**config.mk**
```make
export PLATFORM = sky130hd
export DESIGN_NAME = bfd_ctrl
export DESIGN_NICKNAME = d
export VERILOG_FILES = /design/src/sv/bfd_pkg.sv /design/src/sv/bfd_ctrl.sv
export SDC_FILE = /design/constraint.sdc
export NUM_CORES = 1
export LEC_CHECK = 0
export BUFFER_PORTS_ARGS = -buffer_cell sky130_fd_sc_hd__buf_2
export CAP_MARGIN = 20
export CORE_MARGIN = 2
export CORE_UTILIZATION = 30
export DETAILED_ROUTE_END_ITERATION = 7
export SETUP_SLACK_MARGIN = 0.2
export SKIP_CTS_REPAIR_TIMING = 1
export SYNTH_ARGS = -nofsm -noshare
export SYNTH_HDL_FRONTEND = slang
export SYNTH_SLANG_ARGS = --single-unit
```
**constraint.sdc**
```tcl
create_clock -name clock -period 1.55 [get_ports clock]
set_input_delay 0.155 -clock clock [delete_from_list [all_inputs] [get_ports clock]]
set_output_delay 0.155 -clock clock [all_outputs]
set_load 0.05 [all_outputs]
```
**src/sv/bfd_pkg.sv**
```systemverilog
// Shared types and constants of the best-fit decreasing strip packer.
package bfd_pkg;

   localparam int ROW_COUNT_W = 11;

   // Commands from the controller to the datapath.
   typedef struct packed {
      logic load;
      logic sort_init;
      logic sort_readi;
      logic sort_latch_v;
      logic sort_readj;
      logic sort_shift;
      logic sort_place;
      logic pack_init;
      logic pack_readi;
      logic pack_latch_w;
      logic scan_step;
      logic pack_update;
      logic finish;
   } cmd_type;

   // Status from the datapath to the controller.
   typedef struct packed {
      logic i_done;
      logic j_zero;
      logic cmp_less;
      logic scan_done;
   } status_type;

endpackage

```
**src/sv/bfd_ctrl.sv**
```systemverilog
// Controller state machine of the strip packer: loading, insertion sort and best-fit pass.
module bfd_ctrl
   import bfd_pkg::*;
(
   input  logic       clock,
   input  logic       reset,
   input  logic       start,
   input  logic       last_item,
   input  status_type status,
   output cmd_type    cmd,
   output logic       busy
);

   typedef enum logic [10:0] {
      IDLE     = 11'b00000000001,
      S_OUTER  = 11'b00000000010,
      S_LOADV  = 11'b00000000100,
      S_CHK    = 11'b00000001000,
      S_CMP    = 11'b00000010000,
      S_PLACE  = 11'b00000100000,
      P_OUTER  = 11'b00001000000,
      P_LOADW  = 11'b00010000000,
      P_SCAN   = 11'b00100000000,
      P_UPDATE = 11'b01000000000,
      DONE     = 11'b10000000000
   } state_type;

   state_type state_ff, state_in;

   always_comb begin
      state_in = state_ff;
      cmd      = '0;
      case (state_ff)
         IDLE: begin
            if (start) begin
               cmd.load = 1'b1;
               if (last_item) begin
                  cmd.sort_init = 1'b1;
                  state_in      = S_OUTER;
               end
            end
         end
         S_OUTER: begin
            if (status.i_done) begin
               cmd.pack_init = 1'b1;
               state_in      = P_OUTER;
            end else begin
               cmd.sort_readi = 1'b1;
               state_in       = S_LOADV;
            end
         end
         S_LOADV: begin
            cmd.sort_latch_v = 1'b1;
            state_in         = S_CHK;
         end
         S_CHK: begin
            if (status.j_zero) begin
               state_in = S_PLACE;
            end else begin
               cmd.sort_readj = 1'b1;
               state_in       = S_CMP;
            end
         end
         S_CMP: begin
            if (status.cmp_less) begin
               cmd.sort_shift = 1'b1;
               state_in       = S_CHK;
            end else begin
               state_in = S_PLACE;
            end
         end
         S_PLACE: begin
            cmd.sort_place = 1'b1;
            state_in       = S_OUTER;
         end
         P_OUTER: begin
            if (status.i_done) begin
               state_in = DONE;
            end else begin
               cmd.pack_readi = 1'b1;
               state_in       = P_LOADW;
            end
         end
         P_LOADW: begin
            cmd.pack_latch_w = 1'b1;
            state_in         = P_SCAN;
         end
         P_SCAN: begin
            cmd.scan_step = 1'b1;
            if (status.scan_done) begin
               state_in = P_UPDATE;
            end
         end
         P_UPDATE: begin
            cmd.pack_update = 1'b1;
            state_in        = P_OUTER;
         end
         DONE: begin
            cmd.finish = 1'b1;
            state_in   = IDLE;
         end
         default: begin
            state_in = IDLE;
         end
      endcase
   end

   always_ff @(posedge clock) begin
      if (reset) begin
         state_ff <= IDLE;
      end else begin
         state_ff <= state_in;
      end
   end

   assign busy = (state_ff != IDLE);

endmodule

```
### After elaboration in Yosys (flattened, before gate mapping)

Index checks and enable logic that the tools add are counted.

| cells by class | value |
|---|---|
| equality and inequality tests | 15 |
| multiplexer cells | 26 |
| reduce and logical (&&, ||, !) cells | 1 |

Operators by type and width:

| cell | number |
|---|---|
| one-hot mux 11 bit (10 select lines) | 1 |
| two-way mux 11 bit | 4 |
| two-way mux 1 bit | 16 |
| two-way mux 6 bit | 2 |
| equality test 11 x 1 -> 1 bit (second input constant) | 1 |
| equality test 11 x 10 -> 1 bit (second input constant) | 1 |
| equality test 11 bit (second input constant) | 1 |
| equality test 11 x 2 -> 1 bit (second input constant) | 1 |
| equality test 11 x 3 -> 1 bit (second input constant) | 1 |
| equality test 11 x 4 -> 1 bit (second input constant) | 1 |
| equality test 11 x 5 -> 1 bit (second input constant) | 1 |
| equality test 11 x 6 -> 1 bit (second input constant) | 1 |
| equality test 11 x 7 -> 1 bit (second input constant) | 1 |
| equality test 11 x 8 -> 1 bit (second input constant) | 1 |
| equality test 11 x 9 -> 1 bit (second input constant) | 1 |
| != test 11 x 1 -> 1 bit (second input constant) | 1 |
| two-way mux 7 bit | 1 |
| != test 2 bit (second input constant) | 3 |
| two-way mux 2 bit | 2 |
| AND reduction 3 bit | 1 |

| storage, ports and cells | value |
|---|---|
| bits in registers | 11 |
| output and inout port bits | 14 |
| logic and storage cells | 43 |

### Logic depth before layout (Yosys ltp)

| depth | value |
|---|---|
| word-level depth | 3 |
| depth in mapped cells | 5 |
| depth with buffers taken out | 4 |

### Worst setup path before layout

OpenSTA, ideal clock, no wires.

| timing | value |
|---|---|
| path kind | reg-to-output |
| start | reg state_ff[8] |
| end | out cmd[0] (netlist name) |
| arrival | 2.421 ns |
| setup slack | -1.026 ns |
| stages on the path, launching flop included | 3 |
| cells stage by stage | dfxtp_1 > or4_4 > nor4_1 |

RTL lines:

| item | RTL line | text |
|---|---|---|
| start, declared | bfd_ctrl.sv:28 | `state_type state_ff, state_in;` |
| start signal, assigned | bfd_ctrl.sv:112 | `state_ff <= state_in;` |
| end, declared | bfd_ctrl.sv:10 | `output cmd_type cmd,` |

==> results.toml <==
[routing]
drt_pre_antenna_iters = 4
antenna_left = 0
routed-via-count = 843
routed_via_density = 5.17
wl_per_cell_um = 14.6
wl_mm = 2.39
drtIter0Drc = 28
drc_errors = 0

[timing]
setup_ws_ns = -0.491
skew_ns = 0.00549
tns_ns = -5.36
hold_viol = 0
period_share_pct = 132
fmax_ghz = 0.490
finalSetupViolations = 22
maxSlewHeadroom_pct = 79.7
period_minus_slack_ns = 2.04
drv_slew = 0
rsz0062_at_grt = "yes"
worstMarginPinSlew_ns = 0.302

[critical_path]
critical_path_class = "reg2out"
critical_path_required_ns = 1.39
ff2ff_setup_slack_ns = -0.17
reg2reg_depth = 6
worstSetupStartpointType = "flip-flop"
r2r_start = "state_ff[6]"
r2r-end = "state_ff[3]"
cp_max_fo = 4
arrival_ns = 1.89
cp-end-kind = "output pin"

[place]
placed_cells = 154
port_buffers = 21
pre_cts_slack_ns = -0.230
routabilityCongestion = 0.851
dp_hpwl_mm = 1.71
place_area_sq_mm = 0.00113

[layout]
layout.nets = 144
top_register = "state_ff"
final_cells = 163
largest_reg_flops = 11
antenna_cells = 0
fin_area_sq_mm = 0.00144
synthToLayoutAreaGrowth_pct = 98.1
drive_gt1_share_pct = 68.1
largestRegisters = "state_ff: 11 flops"

[die]
die_width_um = 53.2
die_h_um = 53.2
initial_core_util_pct = 32.2
dieArea_sq_mm = 0.00283
ios = 22
core_area_sq_mm = 0.00225
num_rows = 17

[pwr]
seqPwrFrac_pct = 30.1
power_leakage_nw = 0.624
power_frac_comb_pct = 49.7
pwr-share-clk_pct = 20.2
powerDensity_mw_per_mm2 = 703
ir_drop_mv = 0.520
sw_frac_of_total_pct = 38.7
cellInternalPower_uw = 619
netSwitchingPower_uw = 391
totalPowerFinal_mw = 1.01

[synthesis]
synth_cells = 83
ys_warn_count = 0
ys_seq_area_share_pct = 30.3
yosys.cell_types.count = 36
netlist_area_sq_um = 726
syn-num-nets = 91
avgSynthCellArea_sq_um = 8.74
ys_ff_latch = 11

[min_path]
hold_path_startpoint = "status[2]"
hold_depth = 2
worstHoldEndpoint = "state_ff[4]"
worstHoldPathType = "in2reg"

[global_route]
antenna_found_initial = 0
grtUsageTotal_pct = 17.7
first_global_vias = 797
grt_max_degree = 9
grt_overflow_total = 0
grt_pass1_wl_mm = 3.59

[run_status]
violations = "setup timing"
outcome = "finished with violations"

[clock_tree]
cts_sinks = 11
clk_latency_ns = 0.27
cts_inserted_buffers = 3
htreeDepth = 1
root_buffer = "clkbuf_4"
cts_tree = "built"
clock_path_buffers = 2
clkTransAtPathRegs_ns = 0.08

[run]
cap_violations = 0
==> area by class of cell <==
class,instances,area [sq um]
Fill cell,187,817
Multi-Input combinational cell,65,661
Timing Repair Buffer,51,470
Sequential cell,11,230
Tap cell,28,35.0
Clock buffer,4,26.3
Inverter,4,15.0
==> critical path, cell delays in order (launching register included) <==
cell and delay [ns]:
dfxtp_1 0.33, or4_4 0.61, nor2_4 0.13, nand4b_1 0.23, nor2_4 0.15, buf_6 0.17
==> how the worst max path moves through the flow <==
stage	cells past startpoint	slack [ns]	endpoint	from
2_1_floorplan	4	-0.34	state_ff[8]	state_ff[9]
3_3_place_gp	4	-0.28	cmd[10]	state_ff[5]
3_5_place_dp	5	-0.23	cmd[4]	state_ff[9]
4_1_cts	4	-0.54	cmd[10]	state_ff[5]
5_1_grt	6	-0.56	cmd[4]	state_ff[7]
6_report	5	-0.49	cmd[4]	state_ff[3]
==> cell families (layout without fill, tap and decap cells) <==
group,count (synthesis),after routing,synth area share (%)
buffers and inverters,7,59,3.79
flip-flops,11,11,30.3
AND/OR/NAND/NOR,49,49,50.3
AO/OA/AOI/OAI,13,13,11.9
XOR/XNOR,3,3,3.62
==> synth_stat cells, drive strengths merged <==
cell	count	area, sq um
a21boi	1	7.51
a21oi	2	10.0
and2	4	26.3
and2b	1	7.51
and3	3	18.8
and4b	3	30.0
buf	1	5.00
clkbuf	2	7.51
dfxtp	11	220
inv	4	15.0
nand2	1	3.75
nand2b	4	25.0
nand3	1	5.00
nand4b	2	17.5
nor2	6	25.0
nor2b	4	25.0
nor3	4	20.0
nor3b	2	15.0
nor4	7	71.3
nor4b	2	32.5
o211ai	1	7.51
o21a	1	7.51
o21ai	5	25.0
o21ba	2	20.0
o2bb2ai	1	8.76
or2	1	6.26
or3	1	6.26
or4	3	30.0
xnor2	1	8.76
xor2	2	17.5
==> power by group through the flow <==
stage                     logic [mW]  registers, mW  clock network [mW]
after floorplan                0.281          0.306                   0
after global placement         0.381          0.311                   0
final                          0.502          0.304               0.205
after detailed placement       0.386          0.311                   0
after CTS                      0.387          0.305               0.206
after global routing           0.534          0.306               0.215
==> layer usage <==
metal	wire length (um)	track usage, %
met2	1170	29.2
met5	0	0
met3	132	3.67
met4	23	6.41
met1	1060	22.5
==> per-stage QoR <==
stage / hold slack (ns) / utilization, %
after floorplan: 0.224 / -
after global placement: 0.400 / 49.9
after detailed placement: 0.415 / 49.9
after CTS: 0.125 / 51.1
after global routing: 0.122 / 63.8
final: 0.122 / 63.8
==> cell usage in the layout (no fill, tap or decap), types with 2 or more instances in the layout <==
| cell type | instances |
|---|---|
| and4b_2 | 3 |
| xor2_1 | 2 |
| dfxtp_2 | 2 |
| buf_2 | 7 |
| o21ai_0 | 4 |
| nor2_1 | 3 |
| nor4_4 | 6 |
| buf_4 | 23 |
| nor3_1 | 3 |
| nand4b_1 | 2 |
| nand2b_1 | 4 |
| buf_6 | 14 |
| and2_4 | 3 |
| nor2b_1 | 3 |
| dfxtp_1 | 7 |
| inv_1 | 3 |
| nor2_4 | 3 |
| dfxtp_4 | 2 |
| buf_8 | 7 |
| and3_4 | 2 |
| clkbuf_4 | 3 |
| or4_4 | 3 |
Power figures use the tool's default switching activity.
